<file path="src/rtl/urirep_pkg.sv">
// ----------------------------------------------------------------------------
// urirep_pkg
// Shared types and constants for the URI-to-IRI repercent core: beat
// structs, sequencer and escape-phase enums, byte class record and the
// emit request passed from the sequencer to the output stage.
// ----------------------------------------------------------------------------
package urirep_pkg;

  // Input and output beats
  typedef struct packed {
    logic [7:0] in_byte;
    logic       in_last;
  } in_beat_t;

  typedef struct packed {
    logic [7:0] out_byte;
    logic       out_last;
  } out_beat_t;

  // Character codes
  localparam logic [7:0] ChPct = 8'h25;

  // Output bytes kept per input byte; later ones are dropped
  localparam logic [4:0] MaxPuts = 5'd24;

  // Sequencer states
  typedef enum logic [2:0] {
    ST_IDLE,
    ST_RUN,
    ST_END_PCT,
    ST_END_HELD,
    ST_END_QUOTE,
    ST_FLUSH
  } st_e;

  // Percent-escape phase
  typedef enum logic [1:0] {
    PH_IDLE,
    PH_PCT,
    PH_DIGIT
  } ph_e;

  // UTF-8 lead byte class
  typedef enum logic [2:0] {
    LD_ASCII,
    LD_TWO,
    LD_THREE,
    LD_FOUR,
    LD_BAD
  } lead_e;

  // Classification of one byte
  typedef struct packed {
    logic       is_hex;
    logic [3:0] hex_nib;
    logic       unres;
    logic       safe;
    lead_e      lead;
  } cls_t;

  // Emit request: load up to four bytes, or flush the held byte
  typedef struct packed {
    logic            load;
    logic            flush;
    logic            last;
    logic [2:0]      cnt;
    logic [3:0][7:0] bytes;
  } em_req_t;

endpackage

</file>
<file path="src/rtl/urirep_cls.sv">
// ----------------------------------------------------------------------------
// urirep_cls
// Byte classifier: hex digit value, unreserved and safe-set membership,
// and UTF-8 lead byte class.
// ----------------------------------------------------------------------------
module urirep_cls (
  input  logic [7:0]       byte_i,
  output urirep_pkg::cls_t cls_o
);

  always_comb begin
    cls_o = '0;

    // Hex digit, either case
    if (byte_i inside {[8'h30:8'h39]}) begin
      cls_o.is_hex  = 1'b1;
      cls_o.hex_nib = byte_i[3:0];
    end else if (byte_i inside {[8'h41:8'h46], [8'h61:8'h66]}) begin
      cls_o.is_hex  = 1'b1;
      cls_o.hex_nib = byte_i[3:0] + 4'd9;
    end

    // Unreserved ASCII: letters, digits, - . _ ~
    cls_o.unres = byte_i inside {[8'h41:8'h5A], [8'h61:8'h7A], [8'h30:8'h39],
                                 8'h2D, 8'h2E, 8'h5F, 8'h7E};

    // Reserved characters allowed raw in the IRI
    cls_o.safe = byte_i inside {8'h2F, 8'h23, 8'h25, 8'h5B, 8'h5D, 8'h3D, 8'h3A,
                                8'h3B, 8'h24, 8'h26, 8'h28, 8'h29, 8'h2B, 8'h2C,
                                8'h21, 8'h3F, 8'h2A, 8'h40, 8'h27, 8'h7E};

    // UTF-8 lead class
    if (!byte_i[7]) begin
      cls_o.lead = urirep_pkg::LD_ASCII;
    end else if (byte_i[7:5] == 3'b110) begin
      cls_o.lead = urirep_pkg::LD_TWO;
    end else if (byte_i[7:4] == 4'b1110) begin
      cls_o.lead = urirep_pkg::LD_THREE;
    end else if (byte_i[7:3] == 5'b11110) begin
      cls_o.lead = urirep_pkg::LD_FOUR;
    end else begin
      cls_o.lead = urirep_pkg::LD_BAD;
    end
  end

endmodule

</file>
<file path="src/rtl/urirep_emit.sv">
// ----------------------------------------------------------------------------
// urirep_emit
// Output stage: drains a small byte buffer one byte a cycle, unless the output
// stalls, through a one-byte holding register so that the final byte of an
// input can be marked last, caps the bytes kept per input, drives the output beat.
// ----------------------------------------------------------------------------
module urirep_emit (
  input  logic                    clk_i,
  input  logic                    rst_ni,
  input  urirep_pkg::em_req_t     req_i,
  output logic                    busy_o,
  output logic                    out_valid_o,
  input  logic                    out_stall_i,
  output urirep_pkg::out_beat_t   out_beat_o
);

  logic [3:0][7:0]       buf_q, buf_d;
  logic [2:0]            bcnt_q, bcnt_d;
  logic [1:0]            bidx_q, bidx_d;
  logic                  flush_pend_q, flush_pend_d;
  logic                  flush_last_q, flush_last_d;
  logic [7:0]            hold_q, hold_d;
  logic                  hold_vld_q, hold_vld_d;
  logic [4:0]            put_cnt_q, put_cnt_d;
  logic                  out_vld_q, out_vld_d;
  urirep_pkg::out_beat_t out_q, out_d;
  logic                  out_free;
  logic                  mv;
  logic                  mv_last;
  logic                  adv;

  // Drain buffer, move held byte to the output register
  always_comb begin
    buf_d        = buf_q;
    bcnt_d       = bcnt_q;
    bidx_d       = bidx_q;
    flush_pend_d = flush_pend_q;
    flush_last_d = flush_last_q;
    hold_d       = hold_q;
    hold_vld_d   = hold_vld_q;
    put_cnt_d    = put_cnt_q;
    out_free     = !out_vld_q || !out_stall_i;
    mv           = 1'b0;
    mv_last      = 1'b0;
    adv          = 1'b0;

    if (bcnt_q != 3'd0) begin
      if (put_cnt_q >= urirep_pkg::MaxPuts) begin
        // drop bytes past the cap
        adv = 1'b1;
      end else if (!hold_vld_q || out_free) begin
        mv         = hold_vld_q;
        hold_d     = buf_q[bidx_q];
        hold_vld_d = 1'b1;
        put_cnt_d  = put_cnt_q + 5'd1;
        adv        = 1'b1;
      end
    end else if (flush_pend_q) begin
      if (!hold_vld_q) begin
        flush_pend_d = 1'b0;
        put_cnt_d    = '0;
      end else if (out_free) begin
        mv           = 1'b1;
        mv_last      = flush_last_q;
        hold_vld_d   = 1'b0;
        flush_pend_d = 1'b0;
        put_cnt_d    = '0;
      end
    end

    if (adv) begin
      bidx_d = bidx_q + 2'd1;
      bcnt_d = bcnt_q - 3'd1;
    end

    // Accept new work from the sequencer
    if (req_i.load) begin
      buf_d  = req_i.bytes;
      bcnt_d = req_i.cnt;
      bidx_d = '0;
    end
    if (req_i.flush) begin
      flush_pend_d = 1'b1;
      flush_last_d = req_i.last;
    end

    // Output register
    out_d = out_q;
    if (mv) begin
      out_vld_d      = 1'b1;
      out_d.out_byte = hold_q;
      out_d.out_last = mv_last;
    end else if (out_free) begin
      out_vld_d = 1'b0;
    end else begin
      out_vld_d = out_vld_q;
    end
  end

  // Control registers
  always_ff @(posedge clk_i or negedge rst_ni) begin
    if (!rst_ni) begin
      bcnt_q       <= '0;
      bidx_q       <= '0;
      flush_pend_q <= 1'b0;
      hold_vld_q   <= 1'b0;
      put_cnt_q    <= '0;
      out_vld_q    <= 1'b0;
    end else begin
      bcnt_q       <= bcnt_d;
      bidx_q       <= bidx_d;
      flush_pend_q <= flush_pend_d;
      hold_vld_q   <= hold_vld_d;
      put_cnt_q    <= put_cnt_d;
      out_vld_q    <= out_vld_d;
    end
  end

  // Payload registers
  always_ff @(posedge clk_i) begin
    buf_q        <= buf_d;
    flush_last_q <= flush_last_d;
    hold_q       <= hold_d;
    out_q        <= out_d;
  end

  assign busy_o      = (bcnt_q != 3'd0) || flush_pend_q;
  assign out_valid_o = out_vld_q;
  assign out_beat_o  = out_q;

endmodule

</file>
<file path="src/rtl/uri_to_iri_utf8_repercent_core.sv">
// ----------------------------------------------------------------------------
// uri_to_iri_utf8_repercent_core
// URI to IRI converter: selective percent-decoding followed by UTF-8
// checking, with rejected lead bytes and cut-short tails re-escaped.
//
//   channel | dir | handshake                 | beat
//   --------+-----+---------------------------+------------------------------
//   in      | in  | in_valid_i / in_stall_o   | in_byte, in_last
//   out     | out | out_valid_o / out_stall_i | out_byte, out_last
//
// One input byte at a time: one sequencer step per character scanned in either
// stage, 0..24 output bytes per input byte; in_last adds the tail steps for the
// escape and quoting. The emit stage moves one byte a cycle while the output
// is not stalled; the sequencer waits for it before each step, and each step
// uses the shared byte classifier, plus a second one for the decoded escape.
// Reset clears the sequencer, escape phase and UTF-8 counters; no pass.
// An output stall holds the output register and, once the holding byte is
// full, freezes the sequencer until the beat is taken.
// ----------------------------------------------------------------------------
module uri_to_iri_utf8_repercent_core (
  input  logic                  clk_i,
  input  logic                  rst_ni,
  input  logic                  in_valid_i,
  output logic                  in_stall_o,
  input  urirep_pkg::in_beat_t  in_beat_i,
  output logic                  out_valid_o,
  input  logic                  out_stall_i,
  output urirep_pkg::out_beat_t out_beat_o
);

  urirep_pkg::st_e     state_q, state_d;
  urirep_pkg::ph_e     phase_q, phase_d;
  logic                last_q, last_d;
  logic [1:0][7:0]     s1q_q, s1q_d;
  logic [1:0]          s1n_q, s1n_d;
  logic [7:0]          held1_q, held1_d;
  logic [3:0]          hi_q, hi_d;
  logic [3:0][7:0]     s2q_q, s2q_d;
  logic [2:0]          s2n_q, s2n_d;
  logic [3:0][7:0]     pend_q, pend_d;
  logic [2:0]          ucnt_q, ucnt_d;
  logic [2:0]          uneed_q, uneed_d;
  logic [2:0]          qk_q, qk_d;

  logic [7:0]          cur_b;
  logic [7:0]          dec_b;
  urirep_pkg::cls_t    cls_cur;
  urirep_pkg::cls_t    cls_dec;
  urirep_pkg::em_req_t em_req;
  logic                em_busy;
  logic [3:0][7:0]     pv;
  logic [2:0]          len;
  logic [2:0]          rsc;
  logic [2:0]          j;
  logic                seq_good;

  // Upper-case hex character of a nibble
  function automatic logic [7:0] hex_char(input logic [3:0] v);
    return (v < 4'd10) ? (8'h30 + {4'h0, v}) : (8'h37 + {4'h0, v});
  endfunction

  // Single byte emit request
  function automatic urirep_pkg::em_req_t byte_req(input logic [7:0] b);
    urirep_pkg::em_req_t r;
    r          = '0;
    r.load     = 1'b1;
    r.cnt      = 3'd1;
    r.bytes[0] = b;
    return r;
  endfunction

  // %XX emit request
  function automatic urirep_pkg::em_req_t pct_req(input logic [7:0] b);
    urirep_pkg::em_req_t r;
    r          = '0;
    r.load     = 1'b1;
    r.cnt      = 3'd3;
    r.bytes[0] = urirep_pkg::ChPct;
    r.bytes[1] = hex_char(b[7:4]);
    r.bytes[2] = hex_char(b[3:0]);
    return r;
  endfunction

  // UTF-8 sequence check: continuations, overlong, surrogates, range
  function automatic logic seq_ok(input logic [3:0][7:0] p, input logic [2:0] n);
    logic        ok;
    logic [10:0] cp2;
    logic [15:0] cp3;
    logic [20:0] cp4;
    cp2 = {p[0][4:0], p[1][5:0]};
    cp3 = {p[0][3:0], p[1][5:0], p[2][5:0]};
    cp4 = {p[0][2:0], p[1][5:0], p[2][5:0], p[3][5:0]};
    case (n)
      3'd2: ok = (p[1][7:6] == 2'b10) && (cp2 >= 11'h080);
      3'd3: ok = (p[1][7:6] == 2'b10) && (p[2][7:6] == 2'b10) &&
                 (cp3 >= 16'h0800) && !((cp3 >= 16'hD800) && (cp3 <= 16'hDFFF));
      3'd4: ok = (p[1][7:6] == 2'b10) && (p[2][7:6] == 2'b10) &&
                 (p[3][7:6] == 2'b10) && (cp4 >= 21'h10000) && (cp4 <= 21'h10FFFF);
      default: ok = 1'b0;
    endcase
    return ok;
  endfunction

  // Select the byte under work for the shared classifier
  always_comb begin
    if (s2n_q != 3'd0) begin
      cur_b = s2q_q[0];
    end else if (state_q == urirep_pkg::ST_END_QUOTE) begin
      cur_b = pend_q[qk_q[1:0]];
    end else begin
      cur_b = s1q_q[0];
    end
  end

  assign dec_b = {hi_q, cls_cur.hex_nib};

  urirep_cls u_cls_cur (
    .byte_i (cur_b),
    .cls_o  (cls_cur)
  );

  urirep_cls u_cls_dec (
    .byte_i (dec_b),
    .cls_o  (cls_dec)
  );

  // Pending sequence with the current byte written in
  always_comb begin
    for (int k = 0; k < 4; k++) begin
      pv[k] = (2'(k) == ucnt_q[1:0]) ? cur_b : pend_q[k];
    end
    len      = (uneed_q > 3'd4) ? 3'd4 : uneed_q;
    rsc      = (len != 3'd0) ? (len - 3'd1) : 3'd0;
    seq_good = seq_ok(pv, len);
  end

  // Sequencer: next state, queues and emit requests
  always_comb begin
    state_d    = state_q;
    phase_d    = phase_q;
    last_d     = last_q;
    s1q_d      = s1q_q;
    s1n_d      = s1n_q;
    held1_d    = held1_q;
    hi_d       = hi_q;
    s2q_d      = s2q_q;
    s2n_d      = s2n_q;
    pend_d     = pend_q;
    ucnt_d     = ucnt_q;
    uneed_d    = uneed_q;
    qk_d       = qk_q;
    em_req     = '0;
    j          = '0;
    in_stall_o = (state_q != urirep_pkg::ST_IDLE);

    if (state_q == urirep_pkg::ST_IDLE) begin
      // take a new input byte
      if (in_valid_i) begin
        s1q_d[0] = in_beat_i.in_byte;
        s1n_d    = 2'd1;
        last_d   = in_beat_i.in_last;
        state_d  = urirep_pkg::ST_RUN;
      end
    end else if (state_q == urirep_pkg::ST_FLUSH) begin
      // release the held byte, marked last at the end of a URI
      if (!em_busy) begin
        em_req.flush = 1'b1;
        em_req.last  = last_q;
        state_d      = urirep_pkg::ST_IDLE;
      end
    end else if (!em_busy) begin
      if (s2n_q != 3'd0) begin
        // UTF-8 stage: pop one byte
        for (int i = 0; i < 3; i++) begin
          s2q_d[i] = s2q_q[i+1];
        end
        s2q_d[3] = '0;
        s2n_d    = s2n_q - 3'd1;
        if (ucnt_q == 3'd0) begin
          case (cls_cur.lead)
            urirep_pkg::LD_ASCII: em_req = byte_req(cur_b);
            urirep_pkg::LD_TWO: begin
              pend_d[0] = cur_b;
              ucnt_d    = 3'd1;
              uneed_d   = 3'd2;
            end
            urirep_pkg::LD_THREE: begin
              pend_d[0] = cur_b;
              ucnt_d    = 3'd1;
              uneed_d   = 3'd3;
            end
            urirep_pkg::LD_FOUR: begin
              pend_d[0] = cur_b;
              ucnt_d    = 3'd1;
              uneed_d   = 3'd4;
            end
            default: em_req = pct_req(cur_b);
          endcase
        end else begin
          pend_d = pv;
          ucnt_d = ucnt_q + 3'd1;
          if ((ucnt_q + 3'd1) >= uneed_q) begin
            if (seq_good) begin
              em_req.load  = 1'b1;
              em_req.cnt   = len;
              em_req.bytes = pv;
            end else begin
              // escape the lead, rescan the bytes after it
              em_req = pct_req(pv[0]);
              for (int i = 0; i < 4; i++) begin
                j = 3'(i) - rsc + 3'd1;
                if (3'(i) < rsc) begin
                  s2q_d[i] = pv[2'(i + 1)];
                end else if (j < 3'd4) begin
                  s2q_d[i] = s2q_q[j[1:0]];
                end else begin
                  s2q_d[i] = '0;
                end
              end
              s2n_d = s2n_q - 3'd1 + rsc;
            end
            ucnt_d  = '0;
            uneed_d = '0;
          end
        end
      end else begin
        case (state_q)
          urirep_pkg::ST_RUN: begin
            if (s1n_q != 2'd0) begin
              // percent stage: one character
              case (phase_q)
                urirep_pkg::PH_PCT: begin
                  if (cls_cur.is_hex) begin
                    held1_d  = cur_b;
                    hi_d     = cls_cur.hex_nib;
                    phase_d  = urirep_pkg::PH_DIGIT;
                    s1q_d[0] = s1q_q[1];
                    s1q_d[1] = '0;
                    s1n_d    = s1n_q - 2'd1;
                  end else begin
                    // pass '%' raw, scan this character again
                    s2q_d[0] = urirep_pkg::ChPct;
                    s2n_d    = 3'd1;
                    phase_d  = urirep_pkg::PH_IDLE;
                  end
                end
                urirep_pkg::PH_DIGIT: begin
                  phase_d = urirep_pkg::PH_IDLE;
                  if (cls_cur.is_hex && (cls_dec.unres || dec_b[7])) begin
                    s2q_d[0] = dec_b;
                    s2n_d    = 3'd1;
                    s1q_d[0] = s1q_q[1];
                    s1q_d[1] = '0;
                    s1n_d    = s1n_q - 2'd1;
                  end else begin
                    // pass '%' raw, rescan both digits
                    s2q_d[0] = urirep_pkg::ChPct;
                    s2n_d    = 3'd1;
                    s1q_d[0] = held1_q;
                    s1q_d[1] = cur_b;
                    s1n_d    = 2'd2;
                  end
                end
                default: begin
                  if (cur_b == urirep_pkg::ChPct) begin
                    phase_d = urirep_pkg::PH_PCT;
                  end else begin
                    s2q_d[0] = cur_b;
                    s2n_d    = 3'd1;
                  end
                  s1q_d[0] = s1q_q[1];
                  s1q_d[1] = '0;
                  s1n_d    = s1n_q - 2'd1;
                end
              endcase
            end else if (last_q) begin
              state_d = urirep_pkg::ST_END_PCT;
            end else begin
              state_d = urirep_pkg::ST_FLUSH;
            end
          end
          urirep_pkg::ST_END_PCT: begin
            // unfinished escape: '%' passes raw
            if (phase_q != urirep_pkg::PH_IDLE) begin
              s2q_d[0] = urirep_pkg::ChPct;
              s2n_d    = 3'd1;
            end
            state_d = urirep_pkg::ST_END_HELD;
          end
          urirep_pkg::ST_END_HELD: begin
            // unfinished escape: held digit passes raw
            if (phase_q == urirep_pkg::PH_DIGIT) begin
              s2q_d[0] = held1_q;
              s2n_d    = 3'd1;
            end
            phase_d = urirep_pkg::PH_IDLE;
            qk_d    = '0;
            state_d = urirep_pkg::ST_END_QUOTE;
          end
          urirep_pkg::ST_END_QUOTE: begin
            // cut-short sequence: quote each pending byte
            if (qk_q < ucnt_q) begin
              em_req = (cls_cur.unres || cls_cur.safe) ? byte_req(cur_b) : pct_req(cur_b);
              qk_d   = qk_q + 3'd1;
            end else begin
              ucnt_d  = '0;
              uneed_d = '0;
              held1_d = '0;
              hi_d    = '0;
              state_d = urirep_pkg::ST_FLUSH;
            end
          end
          default: state_d = urirep_pkg::ST_IDLE;
        endcase
      end
    end
  end

  // Control registers
  always_ff @(posedge clk_i or negedge rst_ni) begin
    if (!rst_ni) begin
      state_q <= urirep_pkg::ST_IDLE;
      phase_q <= urirep_pkg::PH_IDLE;
      last_q  <= 1'b0;
      s1n_q   <= '0;
      held1_q <= '0;
      hi_q    <= '0;
      s2n_q   <= '0;
      ucnt_q  <= '0;
      uneed_q <= '0;
      qk_q    <= '0;
    end else begin
      state_q <= state_d;
      phase_q <= phase_d;
      last_q  <= last_d;
      s1n_q   <= s1n_d;
      held1_q <= held1_d;
      hi_q    <= hi_d;
      s2n_q   <= s2n_d;
      ucnt_q  <= ucnt_d;
      uneed_q <= uneed_d;
      qk_q    <= qk_d;
    end
  end

  // Byte queues and pending sequence
  always_ff @(posedge clk_i) begin
    s1q_q  <= s1q_d;
    s2q_q  <= s2q_d;
    pend_q <= pend_d;
  end

  urirep_emit u_emit (
    .clk_i       (clk_i),
    .rst_ni      (rst_ni),
    .req_i       (em_req),
    .busy_o      (em_busy),
    .out_valid_o (out_valid_o),
    .out_stall_i (out_stall_i),
    .out_beat_o  (out_beat_o)
  );

  // Checks
  a_busy_after_accept: assert property (@(posedge clk_i) disable iff (!rst_ni)
    (in_valid_i && !in_stall_o) |=> in_stall_o)
    else $error("input accepted while a byte was still in work");

  a_s2_queue_bound: assert property (@(posedge clk_i) disable iff (!rst_ni)
    s2n_q <= 3'd4)
    else $error("UTF-8 rescan queue overflow");

  a_pending_bound: assert property (@(posedge clk_i) disable iff (!rst_ni)
    (ucnt_q != 3'd0) |-> ((uneed_q > ucnt_q) && (uneed_q <= 3'd4)))
    else $error("pending UTF-8 count out of range");

  a_idle_empty: assert property (@(posedge clk_i) disable iff (!rst_ni)
    (state_q == urirep_pkg::ST_IDLE) |-> ((s1n_q == 2'd0) && (s2n_q == 3'd0)))
    else $error("idle with bytes left in a queue");

  a_escape_cleared: assert property (@(posedge clk_i) disable iff (!rst_ni)
    ((state_q == urirep_pkg::ST_FLUSH) && last_q) |-> (phase_q == urirep_pkg::PH_IDLE))
    else $error("escape still pending at end of URI");

endmodule
</file>
<file path="config.mk">
export PLATFORM = sky130hd
export DESIGN_NAME = uri_to_iri_utf8_repercent_core
export DESIGN_NICKNAME = d
export VERILOG_FILES = /design/src/rtl/urirep_pkg.sv /design/src/rtl/urirep_cls.sv /design/src/rtl/urirep_emit.sv /design/src/rtl/uri_to_iri_utf8_repercent_core.sv
export SDC_FILE = /design/constraint.sdc
export NUM_CORES = 1
export LEC_CHECK = 0
export BUFFER_PORTS_ARGS = -buffer_cell sky130_fd_sc_hd__buf_2
export CAP_MARGIN = 20
export CORE_MARGIN = 2
export CORE_UTILIZATION = 40
export DETAILED_ROUTE_END_ITERATION = 6
export PLACE_DENSITY_LB_ADDON = 0.3
export SYNTH_ARGS = -nofsm -noshare
export SYNTH_HDL_FRONTEND = slang
export SYNTH_SLANG_ARGS = --single-unit
</file>
<file path="constraint.sdc">
create_clock -name clk_i -period 7.8 [get_ports clk_i]
set_input_delay 0.39 -clock clk_i [delete_from_list [all_inputs] [get_ports clk_i]]
set_output_delay 0.39 -clock clk_i [all_outputs]
set_load 0.005 [all_outputs]
</file>
# Word-level counts from Yosys, hierarchy flattened
# Cells that the tools add are included.
# totals
output_inout_bits,11
reg_bits,175
elab_cells,425
inputBits,13
# op_classes
addsub,26
order_cmp,42
n_reduce_logical,70
mux,165
eq_ne,78
bitwise_logic,10
# ops
op,count
$mux 8,40
$mux 38,7
$eq 8x6->1 const B,20
$mux 3,36
$bmux 8 s2,6
$pmux 38 s2,1
$mux 24,3
$mux 35,2
$add 6x4->7 const A,8
$eq 8x7->1 const B,7
$le 8x7->1 const B,6
$mux 5,8
$mux 34,1
$ge 8x7->1 const B,4
$mux 16,2
$mux 2,16
$pmux 16 s2,1
$pmux 8 s2,2
$mux 7,4
$reduce_and 7->1,4
$pmux 8 s3,1
$reduce_bool 2->1,12
$ne 2x2->1 const B,11
$ge 21x17->1 const B,1
67 further kinds,188

# Longest topological paths before layout
# depth
depth_word,22
depth_mapped,21

# By module
# From an unflattened synthesis, not the netlist that was laid out.
# hier_totals
cells_unflattened,1242
area_unflattened_um2,12086.6
# by_module_without_submodules
mod,cells_each,area_per_inst_um2,n_inst,seq_area_each_um2
uri_to_iri_utf8_repercent_core,961,8608.3,1,3203.1
urirep_emit,153,2585.0,1,1826.8
urirep_cls at u_cls_cur,66,455.4,1,0.0
urirep_cls at u_cls_dec,62,437.9,1,0.0

# Worst setup path before layout
# Ideal clock, no wire load.
# synth_timing
kind,register to register
startpoint,reg s2n_q[0]
endpoint,reg u_emit.buf_q[16] (netlist name) (data pin)
required_ps,7622
path_buffers,4
slack_ps,2537
period_less_slack_ps,5263
t_arrival_ps,5085
setup_time_ps,178
path_stages_with_launch,17
cell_sequence,dfrtp_1 -> inv_1 -> ha_1 -> ha_1 -> clkbuf_1 -> nor4bb_1 -> buf_2 -> a221oi_2 -> buf_2 -> ha_1 -> clkbuf_1 -> a211oi_1 -> nand2b_1 -> o21ai_0 -> a21oi_1 -> nand3_1 -> o32ai_1
# synth_via
elab_chain_cells,13
word_cells_on_any_way,88
classes_between,4 x add/sub; 14 x order compare; 32 x eq/ne; 20 x mux; 18 x reduce/logical
# synth_rtl
element,line,text
"start, declared",uri_to_iri_utf8_repercent_core.sv:39,"logic [2:0] s2n_q, s2n_d;"
"start signal, assigned",uri_to_iri_utf8_repercent_core.sv:339,s2n_q <= s2n_d;
$reduce_bool 3->1 *,"uri_to_iri_utf8_repercent_core.sv:106, uri_to_iri_utf8_repercent_core.sv:172",
"parallel branches: the longest is 11 deep, another holds $ge 21x17->1",n/a,
$mux 38 *,uri_to_iri_utf8_repercent_core.sv:172,if (s2n_q != 3'd0) begin
"end signal, assigned",urirep_emit.sv:121,buf_q <= buf_d;
"end, declared",urirep_emit.sv:17,"logic [3:0][7:0] buf_q, buf_d;"
# Every way passes the cells marked *.
# A chain may end at the register's enable or synchronous reset.

# Final worst setup path
# layout_timing
startpoint,reg qk_q[0]
endpoint,reg u_emit.buf_q[6] (netlist name) (data pin)
# layout_via
elab_chain_cells,15
word_cells_on_any_way,83
classes_between,13 x order compare; 32 x eq/ne; 21 x mux; 17 x reduce/logical
# layout_rtl
element,line,text
"start, declared",uri_to_iri_utf8_repercent_core.sv:43,"logic [2:0] qk_q, qk_d;"
"start signal, assigned",uri_to_iri_utf8_repercent_core.sv:342,qk_q <= qk_d;
"parallel branches: the longest is 14 deep, another holds $ge 21x17->1",n/a,
$mux 38 *,uri_to_iri_utf8_repercent_core.sv:172,
# Every way passes the cells marked *. The select of a mux whose other input is x is not followed.

==> results.json <==
{
  "tightest_slew_ns": 1.01,
  "rsz0062_at_grt": "false",
  "min-delay-start": "in_beat_i[0]",
  "finalCoreUtilization_pct": 44.3,
  "drc": 0,
  "yosys.area.top_type": "edfxtp_1",
  "wl_met2_um": 17600,
  "cts_sinks": 175,
  "yosysMostFrequentCell": "nor2_1",
  "netlist_area_sq_mm": 0.0116,
  "num_io_pins": 24,
  "slowest_stage": "dfrtp_1",
  "synthArstFlopShare_pct": 25.7,
  "final_max_slew_viol_count": 0,
  "fin_area_sq_mm": 0.0127,
  "setup_viol": 0,
  "dpl.hpwl_um": 29600,
  "slew-limit-headroom_pct": 32.8,
  "clockBufferDepth": 2,
  "syn-num-nets": 1289,
  "n_fill_cell": 2795,
  "grt_pass1_wl_um": 60800,
  "netlist_instances": 1237,
  "cts_max_level": 4,
  "seq_area_sq_mm": 0.00503,
  "multi_input_area_sq_mm": 0.00608,
  "grtUsageTotal_pct": 26.4,
  "ant_nets": 0,
  "ys_top_cells_by_area": "edfxtp_1 34%, dfrtp_1 9.7%, a21oi_1 5.2%",
  "finalCritPeriodShare_pct": 83.0,
  "place_area_sq_mm": 0.0121,
  "hold_slack_ns": 0.183,
  "grt.overflow.total": 0,
  "r2r_setup_slack_ns": 1.33,
  "viasPerCell": 6.24,
  "crit_path_end": "u_emit.buf_q[6]",
  "synth_cell_types": 94,
  "synth_top_area_share_pct": 33.5,
  "hold_path.class": "input port to flop",
  "gp_congestion": 1.04,
  "numCtsBuffers": 17,
  "fin_setup_tns_ns": 0,
  "timing.fmax_mhz": 154,
  "die-height_um": 175,
  "top_layer_used": "met4",
  "nets": 1280,
  "avgSynthCellArea_sq_um": 9.42,
  "fin_crit_ns": 6.47,
  "total_power_uw": 5250,
  "die_area_sq_mm": 0.0305,
  "critPathMaxFanout": 23,
  "crit_type": "flop to flop",
  "finalHoldViolations": 0,
  "r2r_start": "qk_q[0]",
  "cts_setup_buffers": 0,
  "max_stage_delay_ns": 0.80,
  "rows": 62,
  "arrival_ns": 6.65,
  "cellLeakagePower_uw": 0.00470,
  "seq_area_frac_synth_pct": 43.2,
  "vias": 10200,
  "clkLatencyLatePin_ns": 0.45,
  "required_ns": 7.98,
  "drt_wl_total_um": 40000,
  "crit_path_cell_trace": "mux4_2, mux2_2, mux2i_4, inv_2, nor4_1, a22oi_1, nand4b_1, a221oi_1, o32a_1, o21a_1, nor2b_1, a222oi_1, nor2_1",
  "synth_top_flop_cell": "edfxtp_1",
  "core_sq_mm": 0.0287,
  "firstDrtPassIters": 6,
  "peakVddDrop_v": 0.000203,
  "finClkSkew_ns": 0.0154,
  "synth_commonest_cells": "146 x nor2_1, 137 x nand2_1, 130 x edfxtp_1",
  "drt_iter0_drc": 1145,
  "ys_seq_elements": 175,
  "max_cap_violations": 0,
  "cts_tree": "done",
  "wl_met1_um": 17000,
  "area_delta_synth_final_pct": 9.08,
  "root_buffer": "clkbuf_16",
  "outcome": "finished clean",
  "cp-startpoint": "qk_q[0]",
  "synth_edf_count": 130,
  "wl_met3_um": 4150,
  "yosysWarnings": 0,
  "layout-drive-gt1-share_pct": 12.7,
  "routedWlPerCell_um": 24.6,
  "grt_pass1_vias": 9669,
  "powerDensity_mw_per_mm2": 413,
  "grt_max_degree": 41,
  "die_w_um": 175,
  "end_kind": "flop",
  "path_clk_slew_ns": 0.07,
  "r2r_end": "u_emit.buf_q[6]",
  "r2r.worst_path.cells": 13,
  "start_kind": "flop",
  "antenna_found_initial": 0,
  "start_util_pct": 40.6,
  "portBuffers": 23
}
[layer usage]
layer  vias up  track usage (%)
li1       4568                -
met1      4996             36.7
met2       505             39.6
met3        81             7.40
met4         0             9.17
met5         -                0
[placed cells by master (no fill, tap or decap), types with 23 or more instances in the layout]
cell type and instances:
a21oi_1 119, a22oi_1 26, buf_2 23, buf_4 26, dfrtp_1 45, edfxtp_1 130
ha_1 38, inv_1 51, mux4_2 24, nand2_1 137, nand3_1 29, nor2_1 145
nor3_1 31, o21ai_0 76
[kinds of logic after synthesis]
kind of cell               synth area share, %
adders and majority gates                 4.25
DFF                                       43.2
buffers and inverters                     4.99
xor gates and xnor gates                  1.20
AOI/OAI and AO/OA                         21.2
muxes                                     8.22
and+or+nand+nor                           17.0
[sequential cells by signal (all words and copies together) (netlist names), 5 cells and up]
| name | count |
|---|---|
| u_emit.buf_q | 32 |
| u_emit.out_beat_o | 9 |
| s2q_q | 32 |
| held1_q | 8 |
| u_emit.hold_q | 8 |
| pend_q | 32 |
| u_emit.put_cnt_q | 5 |
| s1q_q | 16 |
[worst max-delay path: cells and delay by family (launching register included)]
| family | cells | cell delay [ns] |
|---|---|---|
| buffers and inverters | 1 | 0.35 |
| AOI/OAI and AO/OA | 5 | 2.31 |
| DFF | 1 | 0.80 |
| muxes | 3 | 1.53 |
| and+or+nand+nor | 4 | 1.20 |
[stage by stage]
stage,instances,worst slack (ns)
after floorplan,1237,2.54
after global placement,1590,1.46
after detailed placement,1592,1.51
after CTS,1625,1.49
after global routing,1625,1.13
final,1626,1.33
[final cells by class]
cell class / instances / area share [%]
Antenna cell: 1 / 0.0197
Clock inverter: 14 / 1.00
Tap cell: 384 / 3.78
Inverter: 59 / 1.74
Sequential cell: 175 / 39.6
Clock buffer: 18 / 3.38
Multi-Input combinational cell: 924 / 47.8
Timing Repair Buffer: 51 / 2.68
[repair_timing]
item,4_1_cts,5_1_grt
endpoints found under the hold margin,17,0
resized for setup,0,0
setup endpoints to repair,0,0
hold buffers,1,0
[how the worst min path moves through the flow]
stage | to | slack [ns] | depth (start not counted)
floorplan | held1_q[0] | 0.09 | 0
finish | last_q | 0.18 | 2
global placement | u_emit.out_beat_o[2] | 0.40 | 0
detailed placement | last_q | 0.39 | 1
CTS | last_q | 0.17 | 2
global route | last_q | 0.19 | 2
[report_power, final]
group | internal (uW) | switching, uW
Sequential | 1280 | 176
Clock | 420 | 411
Combinational | 949 | 2010
Total | 2650 | 2600
No activity file was read; power rests on OpenSTA's default activity.
